===== src/rtl/core/brc_pkg.sv =====
// ----------------------------------------------------------------------------
// BCD real-time clock package
// Access codes, calendar limits and the BCD conversion helpers shared by the
// real-time clock and calendar block.
// ----------------------------------------------------------------------------
package brc_pkg;

   // Access codes carried with each request.
   typedef enum logic [2:0] {
      FUNC_TICK       = 3'd0,
      FUNC_READ_DATE  = 3'd1,
      FUNC_WRITE_DATE = 3'd2,
      FUNC_READ_TIME  = 3'd3,
      FUNC_WRITE_TIME = 3'd4
   } func_type;

   // Field widths.
   localparam int unsigned BYTE_W  = 8;
   localparam int unsigned NIB_W   = 4;
   localparam int unsigned YEAR_W  = 16;
   localparam int unsigned YMOD_W  = 7;

   // Rollover limits and reset values.
   localparam logic [BYTE_W-1:0]  SECOND_LIMIT   = 8'd60;
   localparam logic [BYTE_W-1:0]  MINUTE_LIMIT   = 8'd60;
   localparam logic [BYTE_W-1:0]  HOUR_LIMIT     = 8'd24;
   localparam logic [NIB_W-1:0]   MONTH_LIMIT    = 4'd12;
   localparam logic [BYTE_W-1:0]  DIVIDE_RESET   = 8'd5;
   localparam logic [YEAR_W-1:0]  YEAR_RESET     = 16'd2000;
   localparam logic [YMOD_W-1:0]  YEAR_MOD_RESET = 7'd0;
   localparam logic [YMOD_W-1:0]  YEAR_MOD_LAST  = 7'd99;
   localparam logic [YEAR_W-1:0]  YEAR_LAST      = 16'hFFFF;
   localparam logic [YEAR_W-1:0]  CENTURY_BASE   = 16'd1900;
   localparam logic [8:0]         YEAR_PIVOT     = 9'd80;
   localparam logic [8:0]         CENTURY        = 9'd100;

   // BCD to binary: high nibble times ten plus low nibble, non-decimal
   // digits included.
   function automatic logic [BYTE_W-1:0] bcd_to_bin(input logic [BYTE_W-1:0] b);
      logic [BYTE_W-1:0] hi_x10;
      hi_x10 = {1'b0, b[7:4], 3'b000} + {3'b000, b[7:4], 1'b0};
      return hi_x10 + {4'b0000, b[3:0]};
   endfunction

   // Binary to BCD for a value up to 99. The quotient by ten comes from a
   // reciprocal multiply, exact for every 8-bit input.
   function automatic logic [BYTE_W-1:0] bin_to_bcd(input logic [BYTE_W-1:0] v);
      logic [15:0] prod;
      logic [4:0]  quot;
      logic [7:0]  rem;
      prod = {8'd0, v} * 16'd205;
      quot = prod[15:11];
      rem  = v - ({3'b000, quot} * 8'd10);
      return {quot[3:0], 4'b0000} + rem;
   endfunction

   // Number of days in a month; February gains a day in leap years and
   // months outside one to twelve get thirty days.
   function automatic logic [4:0] month_days(input logic [NIB_W-1:0] month,
                                             input logic leap);
      logic [4:0] days;
      case (month)
         4'd1, 4'd3, 4'd5, 4'd7, 4'd8, 4'd10, 4'd12: days = 5'd31;
         4'd4, 4'd6, 4'd9, 4'd11:                    days = 5'd30;
         4'd2:                                       days = leap ? 5'd29 : 5'd28;
         default:                                    days = 5'd30;
      endcase
      return days;
   endfunction

   // Next weekday, modulo seven, for any 4-bit starting value.
   function automatic logic [NIB_W-1:0] weekday_next(input logic [NIB_W-1:0] w);
      logic [4:0] n;
      n = {1'b0, w} + 5'd1;
      if (n >= 5'd14) begin
         n = n - 5'd14;
      end else if (n >= 5'd7) begin
         n = n - 5'd7;
      end
      return n[3:0];
   endfunction

endpackage


===== src/rtl/core/bcd_rtc_calendar.sv =====
// ----------------------------------------------------------------------------
// BCD real-time clock and calendar
// Tick prescaler, time of day and calendar counters with a BCD register
// interface for date and time reads and writes.
// ----------------------------------------------------------------------------
//
//   Channel   Direction  Transfer unit
//   req_*     in         one access: func in tuser, three BCD bytes in tdata
//   rsp_*     out        one result per access: three BCD bytes in tdata
//   csr_*     in         one write of the tick divide register
//
// Every access passes from transfer in through the request register, then
// one pass of the counter logic into the result register, to result out.
// A new access is taken every cycle while results are drained.
// The request and result registers form a two-entry pipeline, so a stalled
// result still leaves room for one more request.
// Reset is synchronous and active high; it clears the pipeline, holds both
// ready outputs low and loads the clock with 00:00:00, day 1, month 1,
// weekday 0, year 2000, divide 5.
//
module bcd_rtc_calendar (
   input  logic        clock,
   input  logic        reset,
   // Request channel
   input  logic        req_tvalid,
   output logic        req_tready,
   input  logic [23:0] req_tdata,  // in_low_byte, in_mid_byte, in_high_byte
   input  logic [2:0]  req_tuser,  // func
   // Result channel
   output logic        rsp_tvalid,
   input  logic        rsp_tready,
   output logic [23:0] rsp_tdata,  // out_low_byte, out_mid_byte, out_high_byte
   // Configuration channel
   input  logic        csr_valid,
   output logic        csr_ready,
   input  logic [7:0]  csr_data    // tick_divide
);

   // Request register.
   logic        s1_valid_ff, s1_valid_in;
   logic [2:0]  s1_func_ff;
   logic [7:0]  s1_low_ff, s1_mid_ff, s1_high_ff;

   // Result register.
   logic        rsp_valid_ff, rsp_valid_in;
   logic [7:0]  rsp_low_ff, rsp_low_in;
   logic [7:0]  rsp_mid_ff, rsp_mid_in;
   logic [7:0]  rsp_high_ff, rsp_high_in;
   logic        rsp_read_ff, rsp_read_in;

   // Clock and calendar state.
   logic [7:0]  divide_ff;
   logic [7:0]  tick_count_ff, tick_count_in;
   logic [7:0]  second_ff, second_in;
   logic [7:0]  minute_ff, minute_in;
   logic [7:0]  hour_ff, hour_in;
   logic [7:0]  day_ff, day_in;
   logic [3:0]  month_ff, month_in;
   logic [3:0]  weekday_ff, weekday_in;
   logic [15:0] year_ff, year_in;
   logic [6:0]  year_mod_ff, year_mod_in;

   // Handshake and pipeline control.
   logic        s1_advance;
   logic        req_xfer;
   logic        sec_advance;
   logic        day_roll;

   // Scratch values of the update pass.
   logic [8:0]  tick_sum;
   logic [7:0]  sec_inc, min_inc, hour_inc;
   logic [8:0]  day_inc;
   logic [4:0]  day_limit;
   logic [4:0]  month_inc;
   logic [7:0]  year_bin;
   logic [8:0]  year_shift;

   assign s1_advance = s1_valid_ff && (!rsp_valid_ff || rsp_tready);
   assign req_tready = !reset && (!s1_valid_ff || s1_advance);
   assign req_xfer   = req_tvalid && req_tready;
   assign csr_ready  = !reset;

   assign rsp_tvalid = rsp_valid_ff;
   assign rsp_tdata  = {rsp_high_ff, rsp_mid_ff, rsp_low_ff};

   // Pipeline occupancy.
   always_comb begin
      s1_valid_in = s1_valid_ff;
      if (req_xfer) begin
         s1_valid_in = 1'b1;
      end else if (s1_advance) begin
         s1_valid_in = 1'b0;
      end
      rsp_valid_in = rsp_valid_ff;
      if (s1_advance) begin
         rsp_valid_in = 1'b1;
      end else if (rsp_tready) begin
         rsp_valid_in = 1'b0;
      end
   end

   // Update pass: one access against the current state.
   always_comb begin
      tick_count_in = tick_count_ff;
      second_in     = second_ff;
      minute_in     = minute_ff;
      hour_in       = hour_ff;
      day_in        = day_ff;
      month_in      = month_ff;
      weekday_in    = weekday_ff;
      year_in       = year_ff;
      year_mod_in   = year_mod_ff;
      rsp_low_in    = 8'd0;
      rsp_mid_in    = 8'd0;
      rsp_high_in   = 8'd0;
      rsp_read_in   = 1'b0;
      sec_advance   = 1'b0;
      day_roll      = 1'b0;

      tick_sum   = {1'b0, tick_count_ff} + 9'd1;
      sec_inc    = second_ff + 8'd1;
      min_inc    = minute_ff + 8'd1;
      hour_inc   = hour_ff + 8'd1;
      day_inc    = {1'b0, day_ff} + 9'd1;
      day_limit  = brc_pkg::month_days(month_ff, year_ff[1:0] == 2'b00);
      month_inc  = {1'b0, month_ff} + 5'd1;
      year_bin   = brc_pkg::bcd_to_bin(s1_high_ff);
      year_shift = ({1'b0, year_bin} < brc_pkg::YEAR_PIVOT)
                   ? {1'b0, year_bin} + brc_pkg::CENTURY : {1'b0, year_bin};

      case (brc_pkg::func_type'(s1_func_ff))
         brc_pkg::FUNC_TICK: begin
            // Prescaler; a reached divide count advances one second.
            if (tick_sum >= {1'b0, divide_ff}) begin
               tick_sum    = tick_sum - {1'b0, divide_ff};
               sec_advance = 1'b1;
            end
            tick_count_in = tick_sum[7:0];
            if (sec_advance) begin
               if (sec_inc < brc_pkg::SECOND_LIMIT) begin
                  second_in = sec_inc;
               end else begin
                  second_in = 8'd0;
                  if (min_inc < brc_pkg::MINUTE_LIMIT) begin
                     minute_in = min_inc;
                  end else begin
                     minute_in = 8'd0;
                     if (hour_inc < brc_pkg::HOUR_LIMIT) begin
                        hour_in = hour_inc;
                     end else begin
                        // Midnight: weekday and day advance.
                        hour_in    = 8'd0;
                        weekday_in = brc_pkg::weekday_next(weekday_ff);
                        if (day_inc <= {4'd0, day_limit}) begin
                           day_in = day_inc[7:0];
                        end else begin
                           day_in   = 8'd1;
                           day_roll = 1'b1;
                           if (month_inc <= {1'b0, brc_pkg::MONTH_LIMIT}) begin
                              month_in = month_inc[3:0];
                           end else begin
                              month_in = 4'd1;
                              year_in  = year_ff + 16'd1;
                              if (year_ff == brc_pkg::YEAR_LAST) begin
                                 year_mod_in = 7'd0;
                              end else if (year_mod_ff == brc_pkg::YEAR_MOD_LAST) begin
                                 year_mod_in = 7'd0;
                              end else begin
                                 year_mod_in = year_mod_ff + 7'd1;
                              end
                           end
                        end
                     end
                  end
               end
            end
         end
         brc_pkg::FUNC_READ_DATE: begin
            rsp_read_in = 1'b1;
            rsp_high_in = brc_pkg::bin_to_bcd({1'b0, year_mod_ff});
            rsp_mid_in  = {month_ff, weekday_ff};
            rsp_low_in  = brc_pkg::bin_to_bcd(day_ff);
         end
         brc_pkg::FUNC_WRITE_DATE: begin
            // The two-digit year lands in 1980 through 2079.
            year_in     = brc_pkg::CENTURY_BASE + {7'd0, year_shift};
            year_mod_in = (year_shift >= brc_pkg::CENTURY)
                          ? 7'(year_shift - brc_pkg::CENTURY) : year_shift[6:0];
            weekday_in  = s1_mid_ff[3:0];
            month_in    = s1_mid_ff[7:4];
            day_in      = brc_pkg::bcd_to_bin(s1_low_ff);
         end
         brc_pkg::FUNC_READ_TIME: begin
            rsp_read_in = 1'b1;
            rsp_high_in = brc_pkg::bin_to_bcd(hour_ff);
            rsp_mid_in  = brc_pkg::bin_to_bcd(minute_ff);
            rsp_low_in  = brc_pkg::bin_to_bcd(second_ff);
         end
         brc_pkg::FUNC_WRITE_TIME: begin
            hour_in   = brc_pkg::bcd_to_bin(s1_high_ff);
            minute_in = brc_pkg::bcd_to_bin(s1_mid_ff);
            second_in = brc_pkg::bcd_to_bin(s1_low_ff);
         end
         default: begin
            // Unused codes change nothing and return zeros.
         end
      endcase
   end

   // Control registers and clock state.
   always_ff @(posedge clock) begin
      if (reset) begin
         s1_valid_ff   <= 1'b0;
         rsp_valid_ff  <= 1'b0;
         divide_ff     <= brc_pkg::DIVIDE_RESET;
         tick_count_ff <= 8'd0;
         second_ff     <= 8'd0;
         minute_ff     <= 8'd0;
         hour_ff       <= 8'd0;
         day_ff        <= 8'd1;
         month_ff      <= 4'd1;
         weekday_ff    <= 4'd0;
         year_ff       <= brc_pkg::YEAR_RESET;
         year_mod_ff   <= brc_pkg::YEAR_MOD_RESET;
      end else begin
         s1_valid_ff  <= s1_valid_in;
         rsp_valid_ff <= rsp_valid_in;
         if (csr_valid && csr_ready) begin
            divide_ff <= csr_data;
         end
         if (s1_advance) begin
            tick_count_ff <= tick_count_in;
            second_ff     <= second_in;
            minute_ff     <= minute_in;
            hour_ff       <= hour_in;
            day_ff        <= day_in;
            month_ff      <= month_in;
            weekday_ff    <= weekday_in;
            year_ff       <= year_in;
            year_mod_ff   <= year_mod_in;
         end
      end
   end

   // Payload registers.
   always_ff @(posedge clock) begin
      if (req_xfer) begin
         s1_func_ff <= req_tuser;
         s1_low_ff  <= req_tdata[7:0];
         s1_mid_ff  <= req_tdata[15:8];
         s1_high_ff <= req_tdata[23:16];
      end
      if (s1_advance) begin
         rsp_low_ff  <= rsp_low_in;
         rsp_mid_ff  <= rsp_mid_in;
         rsp_high_ff <= rsp_high_in;
         rsp_read_ff <= rsp_read_in;
      end
   end

   // Results of anything but a read are all zero.
   assert property (@(posedge clock) disable iff (reset)
      rsp_valid_ff && !rsp_read_ff |-> rsp_tdata == 24'd0)
      else $error("non-read result carries data");

   // A second advance always leaves the seconds in range.
   assert property (@(posedge clock) disable iff (reset)
      s1_advance && sec_advance |=> second_ff < brc_pkg::SECOND_LIMIT)
      else $error("second out of range after advance");

   // A month rollover restarts the day at one.
   assert property (@(posedge clock) disable iff (reset)
      s1_advance && day_roll |=> day_ff == 8'd1)
      else $error("day not restarted after month rollover");

   // The request register holds while the pipeline is stalled.
   assert property (@(posedge clock) disable iff (reset)
      s1_valid_ff && !s1_advance |=> s1_valid_ff && $stable(s1_func_ff)
         && $stable(s1_low_ff) && $stable(s1_mid_ff) && $stable(s1_high_ff))
      else $error("stalled request register changed");

endmodule

===== config.mk =====
export PLATFORM = sky130hd
export DESIGN_NAME = bcd_rtc_calendar
export DESIGN_NICKNAME = d
export VERILOG_FILES = /design/src/rtl/core/brc_pkg.sv /design/src/rtl/core/bcd_rtc_calendar.sv
export SDC_FILE = /design/constraint.sdc
export NUM_CORES = 1
export LEC_CHECK = 0
export BUFFER_PORTS_ARGS = -buffer_cell sky130_fd_sc_hd__buf_4
export CAP_MARGIN = 20
export CORE_MARGIN = 1
export CORE_UTILIZATION = 28
export DETAILED_ROUTE_END_ITERATION = 12
export PLACE_DENSITY = 0.4
export SYNTH_ARGS = -nofsm -noshare
export SYNTH_HDL_FRONTEND = slang
export SYNTH_SLANG_ARGS = --single-unit

===== constraint.sdc =====
create_clock -name clock -period 9.7 [get_ports clock]
set_clock_uncertainty 0.1 [all_clocks]
set_input_delay 0.485 -clock clock [delete_from_list [all_inputs] [get_ports clock]]
set_output_delay 0.485 -clock clock [all_outputs]
set_load 0.01 [all_outputs]

==> run metrics <==
status complete, no violations; syn_area_per_cell about 9 um^2; area delta synth->final 12.5%; CP Class register to register; Critical Path RT 9830 ps; Reg2Reg Setup Slack between 1500 and 2000 ps; Hold Crit Depth 1; Peak Freq between 100 and 150 MHz; TritonCTS clock tree built; largest net degree at the start of global routing 64; hold_sp req_tdata[21]; Num CTS Buffers 17; startpoint types register; number of distinct library cells after synthesis 82; final core occ 31.8%; CP Launch Point minute_ff[0]$_SDFFE_PP0P_; top_reg_cell synth dfxtp_1; TNS Setup 0 ps; Hold-fix buffers, CTS 0; Core ar. 0.0550 mm^2; initial DRC count 484; crit path max fanout 11; hold path endpoint s1_high_ff[5]$_DFFE_PP_; static leakage about 0.0084 uW; CP endpoint kind register; crit-path max cell delay 580 ps; Clock Tree Root clkbuf_16; DR vias ~12k; min-delay worst type primary input to register; Relative slew margins 35.4%; number of synthesized flops with an enable pin 51; Final Net Count 2227; routability cong. 0.807; Worst EP arrival 8180 ps; GR Overflow Total 0; Die W roughly 240 um; vias in the first global route 12.3k; Slew Viols, Final 0; antenna diode count 0; per-cell routed wire length about 16 um; Peak VDD IR around 0.0001 V; drt via density 4.76; GRT Resource Usage Total 14.8%; Die Area 0.0565 mm^2; worst r2r path cells 28; Clock Sinks 132; # DRC 0; Net Count, Synth between 2k and 2.5k; DP HPWL 32200 um; Post-Synthesis Cells 1731; Antenna Nets Post-Route 0; share of cells above drive strength 1 7.28%; initial antenna violation count 0; final WL 40200 um; clock transition at the registers of the reported paths 70 ps; final hold vios 0; Slew @ Worst Pin between 900 and 1000 ps; port bufs 66; Cell Area, Synth 0.0156 mm^2; site row count 86; period utilisation layout about 83%; Setup violations, final 0; DR pass1 iterations 4; Die H around 240 um; global-route wire length before repair 65700 um; Crit-path slowest cell fa_1; latest clock arrival within the worst-skew pair roughly 480 ps; Max-Cap Viols 0; yosys warns 0; Power Density ~90 mW/mm^2; register area share after synthesis 20.3%; Post-CTS Setup Bufs 0; synthesis-stage register bit count 132; Initial Utilization between 20% and 30%; CTS max path bufs 2; Post-CTS Resized 0; Post-synth ARST share 0%; unrepaired setup endpoints after global routing no; final worst path period need 8060 ps; Reg-to-Reg End rsp_mid_ff[7]$_SDFFCE_PN0P_; FF-to-FF Start minute_ff[0]$_SDFFE_PP0P_; CTS H-tree depth 4; I/O pins 67
-- cell type report --
type,count,area [um^2]
Multi-Input combinational cell,1309,11300
Timing Repair Buffer,76,591
Clock inverter,15,129
Tap cell,748,936
Clock buffer,17,425
Fill cell,5832,37500
Sequential cell,132,3150
Inverter,250,938
-- cells in the mapped netlist, drive strengths merged, types with 7 or more instances --
library cell  number  area [um^2]
ha               317         3970
clkbuf            33          124
nor2             125          469
nand2             86          323
nand4             13         81.3
a211oi            23          190
and2              15         93.8
xnor2             79          711
nor2b             14         87.6
nand3             40          205
o211ai            13         97.6
fa                84         1680
nand2b            17          106
edfxtp            51         1530
buf                7         33.8
dfxtp             81         1620
and3              15         93.8
o32ai              7         61.3
mux2i             14          140
a21oi            102          526
o22ai             22          138
nand3b             7         52.6
o21a               7         52.6
a21o              41          308
nor3              31          155
a22oi             16          120
a31oi             13         87.6
xor2              50          445
inv              250          938
o21ai             74          374
-- worst max-delay path, delay by kind of cell, from the launching register on --
family | cells | cell delay, ps
adders and majority gates | 10 | 3860
AOI/OAI and AO/OA | 10 | 1990
xor gates and xnor gates | 4 | 850
DFF | 1 | 560
buffers and inverters | 3 | 230
and+or+nand+nor | 1 | 200
-- per-layer routing --
metal	global-route usage, %	part of all wire (%)
met5	0	0
met4	3.73	1.1
met3	2.78	2.3
met2	25.3	48
met1	19.2	48
-- worst max-delay path by stage --
stage	end	depth (start not counted)
floorplan	rsp_mid_ff[7]$_SDFFCE_PN0P_	28
global placement	rsp_mid_ff[7]$_SDFFCE_PN0P_	28
detailed placement	rsp_mid_ff[7]$_SDFFCE_PN0P_	28
CTS	rsp_mid_ff[7]$_SDFFCE_PN0P_	28
global route	rsp_mid_ff[7]$_SDFFCE_PN0P_	28
finish	rsp_mid_ff[7]$_SDFFCE_PN0P_	28
-- cell families after synthesis --
group	after synthesis	share of synthesized area, %
flip-flops	132	20.3
XOR/XNOR	129	7.43
AND/OR/NAND/NOR	387	11.8
multiplexers	16	1.05
AO/OA/AOI/OAI	376	16.1
buffers and inverters	290	7.04
adder cells (fa/ha/maj)	401	36.3
-- registers in the layout, indices dropped and copies added (netlist names), 3 cells and up --
register / count
minute_ff: 8
second_ff: 8
month_ff: 4
rsp_mid_ff: 8
s1_low_ff: 8
s1_mid_ff: 8
rsp_high_ff: 8
hour_ff: 8
day_ff: 8
year_ff: 16
s1_func_ff: 3
s1_high_ff: 8
rsp_low_ff: 8
weekday_ff: 4
divide_ff: 8
year_mod_ff: 7
tick_count_ff: 8
-- report_power, final --
group	switching, uW	total, uW	internal [uW]
Sequential	15.1	607	592
Combinational	185	322	137
Clock	294	646	352
-- through the flow --
step	instances	power (uW)	setup slack (ps)	hold WS [ps]	cell area [um^2]
2_1_floorplan	1731	847	2560	349	15600
5_1_grt	2547	1660	1130	42.9	17500
4_1_cts	2547	1610	1550	39.2	17500
6_report	2547	1580	1640	76.7	17500
3_5_place_dp	2515	945	1580	381	16900
3_3_place_gp	2514	943	1860	374	16900
-- cells in the final DEF, fill, tap and decap left out, types with 51 or more instances in the layout --
cell type | Yosys | final
nand2_1 | 86 | 86
dfxtp_1 | 81 | 81
a21oi_1 | 100 | 100
xnor2_1 | 78 | 78
fa_1 | 84 | 84
inv_1 | 250 | 250
ha_1 | 317 | 317
buf_4 | 0 | 75
edfxtp_1 | 51 | 51
o21ai_0 | 66 | 66
nor2_1 | 125 | 125
(Power assumes the default switching activity.)
